<file path="src/sv/whp_pkg.sv">
`timescale 1ns / 1ps
// Shared types and constants for the 802.11 MAC header tagger.
// Used by the front end, the queue, the back end and the checker.
package whp_pkg;

    // Frame type codes (frame control bits 3:2)
    localparam logic [1:0] TYPE_MGMT = 2'd0;
    localparam logic [1:0] TYPE_CTRL = 2'd1;
    localparam logic [1:0] TYPE_DATA = 2'd2;
    localparam logic [1:0] TYPE_RSVD = 2'd3;

    // Control frame subtypes
    localparam logic [3:0] SUB_BAR         = 4'h8;
    localparam logic [3:0] SUB_BA          = 4'h9;
    localparam logic [3:0] SUB_PS_POLL     = 4'ha;
    localparam logic [3:0] SUB_RTS         = 4'hb;
    localparam logic [3:0] SUB_CTS         = 4'hc;
    localparam logic [3:0] SUB_ACK         = 4'hd;
    localparam logic [3:0] SUB_CF_END      = 4'he;
    localparam logic [3:0] SUB_CF_END_ACK  = 4'hf;

    // Field tags
    localparam logic [3:0] TAG_FC      = 4'd0;
    localparam logic [3:0] TAG_DUR     = 4'd1;
    localparam logic [3:0] TAG_A1      = 4'd2;
    localparam logic [3:0] TAG_A2      = 4'd3;
    localparam logic [3:0] TAG_A3      = 4'd4;
    localparam logic [3:0] TAG_SEQ     = 4'd5;
    localparam logic [3:0] TAG_A4      = 4'd6;
    localparam logic [3:0] TAG_QOS     = 4'd7;
    localparam logic [3:0] TAG_HT      = 4'd8;
    localparam logic [3:0] TAG_BAR     = 4'd9;
    localparam logic [3:0] TAG_PAYLOAD = 4'd10;
    localparam logic [3:0] TAG_OTHER   = 4'd11;

    // Byte position counter
    localparam int          POS_W   = 6;
    localparam logic [5:0]  POS_MAX = 6'd63;

    // Start positions of the fixed header fields, the end of the BAR field and field lengths
    localparam logic [5:0] START_DUR = 6'd2;
    localparam logic [5:0] START_A1  = 6'd4;
    localparam logic [5:0] START_A2  = 6'd10;
    localparam logic [5:0] START_A3  = 6'd16;
    localparam logic [5:0] START_BAR = 6'd16;
    localparam logic [5:0] START_SEQ = 6'd22;
    localparam logic [5:0] START_VAR = 6'd24;
    localparam logic [5:0] END_BAR   = 6'd18;
    localparam logic [5:0] LEN_ADDR  = 6'd6;
    localparam logic [5:0] LEN_QOS   = 6'd2;
    localparam logic [5:0] LEN_HT    = 6'd4;

    // Queue between front and back end (power of two, at least 2)
    localparam int QUEUE_DEPTH = 2;

    // One queued transaction: the byte plus its classification context
    typedef struct packed {
        logic [7:0]       data;
        logic             last;
        logic [POS_W-1:0] pos;
        logic [7:0]       cb0;
        logic [7:0]       cb1;
    } whp_entry_t;

endpackage

</file>
<file path="src/sv/whp_front.sv">
`timescale 1ns / 1ps
// Front end: accepts frame bytes, tracks the byte position and latches
// the two frame control bytes. Depends on whp_pkg.
module whp_front (
    input  logic               clk,
    input  logic               rst_n,
    input  logic               src_valid,
    input  logic [7:0]         data_byte,
    input  logic               last_byte,
    input  logic               queue_full,
    output logic               push,
    output whp_pkg::whp_entry_t push_entry
);
    import whp_pkg::*;

    logic [POS_W-1:0] pos_reg, pos_next;
    logic [7:0]       cb0_reg, cb0_next;
    logic [7:0]       cb1_reg, cb1_next;

    // Accept whenever the queue has room
    assign push = src_valid && !queue_full;

    // Latch frame control on the first two bytes
    always_comb
    begin
        cb0_next = cb0_reg;
        cb1_next = cb1_reg;
        if (pos_reg == '0)
        begin
            cb0_next = data_byte;
            cb1_next = '0;
        end
        else if (pos_reg == POS_W'(1))
        begin
            cb1_next = data_byte;
        end
    end

    // Advance position, saturate, restart after the last byte
    always_comb
    begin
        if (last_byte)
            pos_next = '0;
        else if (pos_reg < POS_MAX)
            pos_next = pos_reg + POS_W'(1);
        else
            pos_next = pos_reg;
    end

    assign push_entry = '{data: data_byte, last: last_byte, pos: pos_reg,
                          cb0: cb0_next, cb1: cb1_next};

    always_ff @(posedge clk or negedge rst_n)
    begin
        if (!rst_n)
        begin
            pos_reg <= '0;
            cb0_reg <= '0;
            cb1_reg <= '0;
        end
        else if (push)
        begin
            pos_reg <= pos_next;
            cb0_reg <= cb0_next;
            cb1_reg <= cb1_next;
        end
    end

endmodule

</file>
<file path="src/sv/whp_queue.sv">
`timescale 1ns / 1ps
// Small register queue between the front and back end.
// Depends on whp_pkg for the entry type.
module whp_queue #(
    parameter int DEPTH = whp_pkg::QUEUE_DEPTH
) (
    input  logic               clk,
    input  logic               rst_n,
    input  logic               push,
    input  whp_pkg::whp_entry_t push_entry,
    input  logic               pop,
    output logic               full,
    output logic               not_empty,
    output whp_pkg::whp_entry_t head
);
    import whp_pkg::*;

    localparam int PTR_W = $clog2(DEPTH);
    localparam int CNT_W = $clog2(DEPTH + 1);

    whp_entry_t       slot_reg [DEPTH];
    logic [PTR_W-1:0] wr_ptr_reg, rd_ptr_reg;
    logic [CNT_W-1:0] count_reg, count_next;

    assign full      = (count_reg == CNT_W'(DEPTH));
    assign not_empty = (count_reg != '0);
    assign head      = slot_reg[rd_ptr_reg];

    // Track occupancy
    always_comb
    begin
        count_next = count_reg;
        if (push && !pop)
            count_next = count_reg + CNT_W'(1);
        else if (pop && !push)
            count_next = count_reg - CNT_W'(1);
    end

    always_ff @(posedge clk or negedge rst_n)
    begin
        if (!rst_n)
        begin
            wr_ptr_reg <= '0;
            rd_ptr_reg <= '0;
            count_reg  <= '0;
        end
        else
        begin
            count_reg <= count_next;
            if (push)
                wr_ptr_reg <= wr_ptr_reg + PTR_W'(1);
            if (pop)
                rd_ptr_reg <= rd_ptr_reg + PTR_W'(1);
        end
    end

    // Store payload, no reset needed
    always_ff @(posedge clk)
    begin
        if (push)
            slot_reg[wr_ptr_reg] <= push_entry;
    end

endmodule

</file>
<file path="src/sv/whp_back.sv">
`timescale 1ns / 1ps
// Back end: tags the queued byte with its header field and offset and
// holds the result in the output register. Depends on whp_pkg.
module whp_back (
    input  logic               clk,
    input  logic               rst_n,
    input  logic               head_valid,
    input  whp_pkg::whp_entry_t head,
    output logic               pop,
    output logic               res_valid,
    input  logic               res_stall,
    output logic [7:0]         byte_out,
    output logic [3:0]         field_tag,
    output logic [2:0]         offset_in_field,
    output logic [1:0]         frame_type,
    output logic [3:0]         frame_subtype,
    output logic               to_ds_flag,
    output logic               from_ds_flag,
    output logic               protected_flag,
    output logic               order_flag,
    output logic               end_of_frame
);
    import whp_pkg::*;

    logic       valid_reg;
    logic [7:0] byte_reg;
    logic [3:0] tag_reg, tag_next;
    logic [2:0] off_reg, off_next;
    logic [7:0] cb0_reg;
    logic [7:0] cb1_reg;
    logic       last_reg;

    logic [1:0] ftype;
    logic [3:0] fsub;
    logic [5:0] pos;
    logic [5:0] start;
    logic [5:0] diff;
    logic       hit;

    assign ftype = head.cb0[3:2];
    assign fsub  = head.cb0[7:4];
    assign pos   = head.pos;

    // Take the head when the output register is free or being drained
    assign pop = head_valid && (!valid_reg || !res_stall);

    // Classify the byte position against the frame layout
    always_comb
    begin
        tag_next = TAG_OTHER;
        start    = '0;
        hit      = 1'b0;
        diff     = '0;
        if (ftype == TYPE_MGMT || ftype == TYPE_DATA)
        begin
            if (pos < START_DUR)
            begin
                tag_next = TAG_FC;    start = '0;
            end
            else if (pos < START_A1)
            begin
                tag_next = TAG_DUR;   start = START_DUR;
            end
            else if (pos < START_A2)
            begin
                tag_next = TAG_A1;    start = START_A1;
            end
            else if (pos < START_A3)
            begin
                tag_next = TAG_A2;    start = START_A2;
            end
            else if (pos < START_SEQ)
            begin
                tag_next = TAG_A3;    start = START_A3;
            end
            else if (pos < START_VAR)
            begin
                tag_next = TAG_SEQ;   start = START_SEQ;
            end
            else
            begin
                // Optional fields follow one another from byte 24
                tag_next = TAG_PAYLOAD;
                start    = START_VAR;
                if (ftype == TYPE_DATA && head.cb1[0] && head.cb1[1])
                begin
                    if (pos < start + LEN_ADDR)
                    begin
                        tag_next = TAG_A4;
                        hit      = 1'b1;
                    end
                    else
                        start = start + LEN_ADDR;
                end
                if (!hit && ftype == TYPE_DATA && fsub[3])
                begin
                    if (pos < start + LEN_QOS)
                    begin
                        tag_next = TAG_QOS;
                        hit      = 1'b1;
                    end
                    else
                        start = start + LEN_QOS;
                end
                if (!hit && head.cb1[7])
                begin
                    if (pos < start + LEN_HT)
                    begin
                        tag_next = TAG_HT;
                        hit      = 1'b1;
                    end
                end
            end
        end
        else if (ftype == TYPE_CTRL)
        begin
            unique case (fsub) inside
                SUB_RTS, SUB_PS_POLL, SUB_CF_END, SUB_CF_END_ACK,
                SUB_CTS, SUB_ACK, SUB_BAR, SUB_BA:
                begin
                    if (pos < START_DUR)
                    begin
                        tag_next = TAG_FC;   start = '0;
                    end
                    else if (pos < START_A1)
                    begin
                        tag_next = TAG_DUR;  start = START_DUR;
                    end
                    else if (pos < START_A2)
                    begin
                        tag_next = TAG_A1;   start = START_A1;
                    end
                    else if (pos < START_A3 && fsub != SUB_CTS && fsub != SUB_ACK)
                    begin
                        tag_next = TAG_A2;   start = START_A2;
                    end
                    else if (pos < END_BAR && (fsub == SUB_BAR || fsub == SUB_BA))
                    begin
                        tag_next = TAG_BAR;  start = START_BAR;
                    end
                    else if (fsub == SUB_BAR || fsub == SUB_BA)
                        tag_next = TAG_PAYLOAD;
                    else
                        tag_next = TAG_OTHER;
                end
                default:
                    tag_next = TAG_OTHER;
            endcase
        end
        diff = pos - start;
        if (tag_next == TAG_PAYLOAD || tag_next == TAG_OTHER)
            off_next = '0;
        else
            off_next = diff[2:0];
    end

    // Hold the result until the receiver takes it
    always_ff @(posedge clk or negedge rst_n)
    begin
        if (!rst_n)
            valid_reg <= 1'b0;
        else if (pop)
            valid_reg <= 1'b1;
        else if (!res_stall)
            valid_reg <= 1'b0;
    end

    always_ff @(posedge clk)
    begin
        if (pop)
        begin
            byte_reg <= head.data;
            tag_reg  <= tag_next;
            off_reg  <= off_next;
            cb0_reg  <= head.cb0;
            cb1_reg  <= head.cb1;
            last_reg <= head.last;
        end
    end

    assign res_valid       = valid_reg;
    assign byte_out        = byte_reg;
    assign field_tag       = tag_reg;
    assign offset_in_field = off_reg;
    assign frame_type      = cb0_reg[3:2];
    assign frame_subtype   = cb0_reg[7:4];
    assign to_ds_flag      = cb1_reg[0];
    assign from_ds_flag    = cb1_reg[1];
    assign protected_flag  = cb1_reg[6];
    assign order_flag      = cb1_reg[7];
    assign end_of_frame    = last_reg;

endmodule

</file>
<file path="src/sv/wlan_mac_header_parser_core.sv">
`timescale 1ns / 1ps
// 802.11 MAC header field tagger, one frame byte per cycle while not stalled.
//
// Input channel: data_byte with last_byte marking the final byte of a frame,
// handshaken by src_valid / src_stall. Output channel: the byte passed through
// with its field tag, offset inside the field, frame type and subtype and the
// frame control flags, handshaken by res_valid / res_stall.
// Each input transaction yields exactly one output transaction, in order.
// An accepted byte is written into a queue slot and then taken into the output
// register, which drives the output ports.
// Throughput: one byte per cycle while res_stall is low; the front end, the
// queue and the output register each move one transaction per cycle.
// The front end latches frame control and counts bytes; the back end tags
// the byte and holds the result. A QUEUE_DEPTH-entry queue separates them.
// When the receiver stalls, the output register holds its transaction and the
// queue fills; src_stall rises once the queue is full.
// Reset clears the byte position, the latched frame control bytes, the queue
// and the output valid.
// Depends on whp_pkg, whp_front, whp_queue and whp_back.
module wlan_mac_header_parser_core #(
    parameter int QUEUE_DEPTH = whp_pkg::QUEUE_DEPTH
) (
    input  logic       clk,
    input  logic       rst_n,
    input  logic       src_valid,
    output logic       src_stall,
    input  logic [7:0] data_byte,
    input  logic       last_byte,
    output logic       res_valid,
    input  logic       res_stall,
    output logic [7:0] byte_out,
    output logic [3:0] field_tag,
    output logic [2:0] offset_in_field,
    output logic [1:0] frame_type,
    output logic [3:0] frame_subtype,
    output logic       to_ds_flag,
    output logic       from_ds_flag,
    output logic       protected_flag,
    output logic       order_flag,
    output logic       end_of_frame
);
    import whp_pkg::*;

    logic       push;
    logic       pop;
    logic       queue_full;
    logic       queue_not_empty;
    whp_entry_t push_entry;
    whp_entry_t head;

    assign src_stall = queue_full;

    whp_front u_front (
        .clk        (clk),
        .rst_n      (rst_n),
        .src_valid  (src_valid),
        .data_byte  (data_byte),
        .last_byte  (last_byte),
        .queue_full (queue_full),
        .push       (push),
        .push_entry (push_entry)
    );

    whp_queue #(
        .DEPTH (QUEUE_DEPTH)
    ) u_queue (
        .clk        (clk),
        .rst_n      (rst_n),
        .push       (push),
        .push_entry (push_entry),
        .pop        (pop),
        .full       (queue_full),
        .not_empty  (queue_not_empty),
        .head       (head)
    );

    whp_back u_back (
        .clk             (clk),
        .rst_n           (rst_n),
        .head_valid      (queue_not_empty),
        .head            (head),
        .pop             (pop),
        .res_valid       (res_valid),
        .res_stall       (res_stall),
        .byte_out        (byte_out),
        .field_tag       (field_tag),
        .offset_in_field (offset_in_field),
        .frame_type      (frame_type),
        .frame_subtype   (frame_subtype),
        .to_ds_flag      (to_ds_flag),
        .from_ds_flag    (from_ds_flag),
        .protected_flag  (protected_flag),
        .order_flag      (order_flag),
        .end_of_frame    (end_of_frame)
    );

endmodule

</file>
<file path="config.mk">
export PLATFORM = sky130hd
export DESIGN_NAME = wlan_mac_header_parser_core
export DESIGN_NICKNAME = d
export VERILOG_FILES = /design/src/sv/whp_pkg.sv /design/src/sv/whp_front.sv /design/src/sv/whp_queue.sv /design/src/sv/whp_back.sv /design/src/sv/wlan_mac_header_parser_core.sv
export SDC_FILE = /design/constraint.sdc
export NUM_CORES = 1
export LEC_CHECK = 0
export BUFFER_PORTS_ARGS = -buffer_cell sky130_fd_sc_hd__buf_2
export CORE_AREA = 3 3 110 123
export CTS_CLUSTER_SIZE = 30
export DETAILED_ROUTE_END_ITERATION = 6
export DIE_AREA = 0 0 113 126
export PLACE_DENSITY = 0.66
export SLEW_MARGIN = 20
export SYNTH_ARGS = -nofsm -noshare
export SYNTH_HDL_FRONTEND = slang
export SYNTH_HIERARCHICAL = 1
export SYNTH_SLANG_ARGS = --single-unit
export TNS_END_PERCENT = 30
</file>
<file path="constraint.sdc">
create_clock -name clk -period 4 [get_ports clk]
set_clock_uncertainty 0.1 [all_clocks]
set_input_delay 0.6 -clock clk [delete_from_list [all_inputs] [get_ports clk]]
set_output_delay 0.6 -clock clk [all_outputs]
set_load 0.005 [all_outputs]
</file>
## After elaboration in Yosys (flattened, before gate mapping)

Memory sizes are Yosys's and may differ from the RTL's.
Index checks and enable logic that the tools add are counted.

| word-level totals | value |
|---|---|
| register bits | 59 |
| RAM bits | 62 |
| memories kept | 1 |

Memory list:

| memory | words | width | rd ports | clocked after memory_dff | wr ports | RTL line | text |
|---|---|---|---|---|---|---|---|
| u_queue.slot_reg | 2 | 31 | 1 | 0 | 1 | whp_queue.sv:21 | `whp_entry_t slot_reg [DEPTH];` |

| cells by class | value |
|---|---|
| $add $sub $neg | 8 |
| order comparisons | 11 |
| eq/ne operators | 17 |
| muxes and demuxes | 81 |
| reduce and logical (&&, ||, !) cells | 30 |

Operator list:

| operator | count |
|---|---|
| $mux W6 | 18 |
| $mux W4 | 20 |
| $mux W3 | 15 |
| $eq A4 B4 Y1 const B | 10 |
| $lt A6 B5 Y1 const B | 5 |
| $mux W8 | 3 |
| $mux W1 | 23 |
| $logic_and A1 B1 Y1 | 12 |
| $lt A6 B6 Y1 | 2 |
| $ne A4 B4 Y1 const B | 2 |
| $reduce_or A8 Y1 | 1 |
| $logic_not A1 Y1 | 7 |
| $add A6 B1 Y6 const B | 1 |
| $add A6 B2 Y6 const B | 1 |
| $add A6 B3 Y6 const B | 1 |
| $eq A6 B1 Y1 const B | 1 |
| $logic_not A6 Y1 | 1 |
| $lt A6 B2 Y1 const B | 1 |
| $lt A6 B3 Y1 const B | 1 |
| $lt A6 B4 Y1 const B | 1 |
| $lt A6 B6 Y1 const B | 1 |
| $reduce_bool A2 Y1 | 3 |
| $eq A2 B2 Y1 const B | 2 |
| $logic_or A1 B1 Y1 | 4 |
| other kinds (9) | 11 |

## Longest topological paths before layout

An unclocked memory read counts as a cell.

| logic depth | value |
|---|---|
| depth in word-level cells | 36 |
| mapped depth | 19 |

## Cells and area by module

Netlist, hierarchy kept.

Modules (own cells, without submodules):

| module | instances | cells an instance | area an instance (um2) | seq. area each (um2) |
|---|---|---|---|---|
| whp_queue | 1 | 113 | 2580.0 | 1961.9 |
| whp_back | 1 | 127 | 1520.2 | 805.8 |
| whp_front | 1 | 128 | 1422.6 | 550.5 |

## Least setup slack after synthesis

No wires, ideal clock.

| path | value |
|---|---|
| path kind | register to register |
| start | reg u_queue.rd_ptr_reg |
| end | reg u_back.off_reg[2], in the netlist u_back/offset_in_field[2] (data pin) |
| arrival time | 3436 ps |
| setup slack | 189 ps |
| stages on the path, launching flop included | 20 |
| buffers on the path | 2 |
| clock period less this slack | 3811 ps |
| cells stage by stage | dfrtp_1 -> buf_6 -> buf_12 -> mux2_4 -> a41o_2 -> nand2b_1 -> inv_1 -> ha_1 -> a21oi_1 -> nor2_1 -> nor3_1 -> ha_1 -> mux2_2 -> nor3_1 -> o21ai_0 -> o41ai_1 -> ha_1 -> xor2_1 -> and3_1 -> a211oi_2 |

RTL lines:

| element | RTL line | text |
|---|---|---|
| start: declaration | whp_queue.sv:22 | `logic [PTR_W-1:0] wr_ptr_reg, rd_ptr_reg;` |
| start signal: assignment | whp_queue.sv:53 | `rd_ptr_reg <= rd_ptr_reg + PTR_W'(1);` |
| end signal: assignment | whp_back.sv:174 | `off_reg <= off_next;` |
| end: declaration | whp_back.sv:28 | `logic [2:0] off_reg, off_next;` |

==> key figures <==
Worst setup path
  • Critical Path Fanout Max: 3
  • CP bufs+invs: 3
  • Reg2reg start: u_queue/rd_ptr_reg$_DFFE_PN0P_
  • Critical path's top delay family: simple AND/OR/NAND/NOR gates
  • Worst reg2reg path depth: 18
  • Crit-path slowest cell: dfrtp_1
  • Required time worst endpoint: 3.97 ns
  • Setup crit start kind: flip-flop
  • Critical Path AT: 3.82 ns
  • Slowest cell delay on critical path: 0.41 ns
  • Cells along the critical path: buf_6, mux2_2, nand4b_1, nand2b_4, buf_4, ha_1, inv_1, nor2_2, nor3_2, ha_1, mux2_2, nor3_2, o21ai_1, o41ai_1, ha_2, xor2_2, and3_1, a211oi_2
  • Worst setup EP type: flip-flop
  • R2R Path End: u_back/offset_in_field[2]$_SDFFCE_PP0P_
  • R2R Setup Slk: 0.15 ns
  • Crit path kind: flip-flop to flip-flop

Finish
  • Layout area overhead: 14.8%
  • Final instance area: 0.00545 sq mm
  • Commonest non-fill, non-tap cell in the layout: edfxtp_1
  • Final core occ: 43.7%
  • Max reg flops: 50
  • Nets: 389
  • Final Non-Filler Cells: 527
  • Antenna cell count: 0
  • Fraction of layout cells with a size suffix above 1: 38.9%
  • Most frequent cells in the layout: edfxtp_1 (76), buf_2 (40), mux2_4 (29)

Detailed routing
  • DR DRC count: 0
  • Starting DRC count in detailed routing: 142
  • Routed Antenna Nets: 0
  • Max Used Layer: met4
  • Vias: 2776
  • Met3 WL: 399 um
  • First drt pass iteration count: 4
  • WL final: 8.55 mm
  • Met2 routed WL: 4.46 mm
  • Metal-1 WL: 3.51 mm
  • DR vias/cell: 5.27
  • Avg WL per Cell: 16.2 um

Power and ir drop
  • Net Sw Power: 1.58 mW
  • Internal power: 2.97 mW
  • PnR Total Power: 4.55 mW
  • Sequential share of power: 39.0%
  • Lkg Pwr: 2.13 nW
  • PD cells: 835 mW/mm^2
  • Sw frac: 34.7%
  • Clock network fraction of total power: 18.5%
  • Combinational share of power: 42.5%
  • VDD IR max: 0.331 mV

Placement
  • Placement Setup Slack: -0.0136 ns
  • Post-DP Area: 0.00505 sq mm
  • Number of buffers inserted by port buffering: 40
  • Post-DP HPWL: 5.85 mm
  • Placed insts: 505
  • Final Wtd Congestion: 0.937

Timing
  • Relative slew slack: 38.7%
  • Final period utilization: 96.2%
  • Final worst slack: 0.150 ns
  • # setup viols final: 0
  • FMAX: 260 MHz
  • Worst slew pin tran: 0.919 ns
  • Pins Over Slew Limit: 0
  • Fin Hold WS: 0.126 ns
  • Minimum clock period: 3.85 ns
  • Hold violation count in the final report: 0
  • Setup_tns: 0 ns

Logic synthesis
  • Syn_nets: 344
  • Cells after Synth: 320
  • Ys Warns: 6
  • Mean Syn Cell Area: 14.8 sq um
  • Mapped cell area: 0.00475 sq mm

Die
  • Die Height: 126 um
  • Die ar.: 0.0142 sq mm
  • Die X-Extent: 113 um
  • I/O pins: 41
  • Starting density of the core: 38.1%
  • Core Area: 0.0125 sq mm
  • Row count: 43

CTS
  • CTS tree: done
  • Clock Latency Late Sink: 0.34 ns
  • Max Root-Sink Buffers: 2
  • Worst-path clk slew: 0.07 ns
  • Clock Tree Root: clkbuf_16
  • CTS buffer count: 9
  • Hold_buf cts: 0
  • Htree depth: 3
  • CTS sink count: 97

Global route
  • Initial antenna violation count: 0
  • Pin count of the biggest net entering global routing: 29
  • Gr usage total: 12.5%
  • Vias in the first global route: 2787
  • First-pass GRT wire length: 14.1 mm
  • Total gr overflow: 0

Worst hold path
  • Hold Crit Class: primary input to async pin

Flow run
  • Max cap viols: 0

Status
  • Status: finished clean
## power by group through the flow
stage	Clock (mW)	Sequential (mW)	Combinational, mW
floorplan	0	1.77	1.46
global placement	0	1.78	1.80
detailed placement	0	1.80	1.85
CTS	0.862	1.78	1.89
global route	0.912	1.82	2.11
finish	0.844	1.78	1.93
## per-layer routing
| layer | vias to the layer above | track usage, % |
|---|---|---|
| met4 | 0 | 4.31 |
| met3 | 15 | 2.93 |
| met5 | - | 0 |
| met2 | 88 | 21.3 |
| met1 | 1377 | 15.4 |
| li1 | 1296 | - |
## area by class of cell
type / instances / area (sq um)
repair buffers: 61 / 374
well taps: 157 / 196
fillers: 1134 / 7030
flip-flops and latches: 97 / 2810
multi-input cells: 188 / 1740
inverters: 8 / 30.0
clock inverters: 6 / 62.6
clock buffers: 10 / 239
## how the worst max path moves through the flow
stage,startpoint,to,slack (ns),cells past startpoint
floorplan,u_queue/rd_ptr_reg$_DFFE_PN0P_,u_back/offset_in_field[2]$_SDFFCE_PP0P_,0.19,19
global placement,u_queue/rd_ptr_reg$_DFFE_PN0P_,u_back/offset_in_field[2]$_SDFFCE_PP0P_,0.16,18
detailed placement,u_queue/rd_ptr_reg$_DFFE_PN0P_,u_back/offset_in_field[2]$_SDFFCE_PP0P_,-0.01,18
CTS,u_queue/rd_ptr_reg$_DFFE_PN0P_,u_back/offset_in_field[2]$_SDFFCE_PP0P_,0.01,18
global route,u_queue/rd_ptr_reg$_DFFE_PN0P_,u_back/offset_in_field[2]$_SDFFCE_PP0P_,-0.01,18
finish,u_queue/rd_ptr_reg$_DFFE_PN0P_,u_back/offset_in_field[2]$_SDFFCE_PP0P_,0.15,18
## timing repair
item	in CTS	in global routing
resized for setup	3	10
buffers inserted	3	3
pin swaps	1	5
endpoints found under the setup margin	1	3
## worst register-to-register path, cell delays in order (launching register included)
cell and delay (ns):
dfrtp_1 0.41, buf_6 0.13, mux2_2 0.34, nand4b_1 0.20, nand2b_4 0.17, buf_4 0.14, ha_1 0.30, inv_1 0.11
nor2_2 0.06, nor3_2 0.17, ha_1 0.25, mux2_2 0.30, nor3_2 0.10, o21ai_1 0.08, o41ai_1 0.09, ha_2 0.29
xor2_2 0.14, and3_1 0.17, a211oi_2 0.04
(Power assumes the default switching activity.)
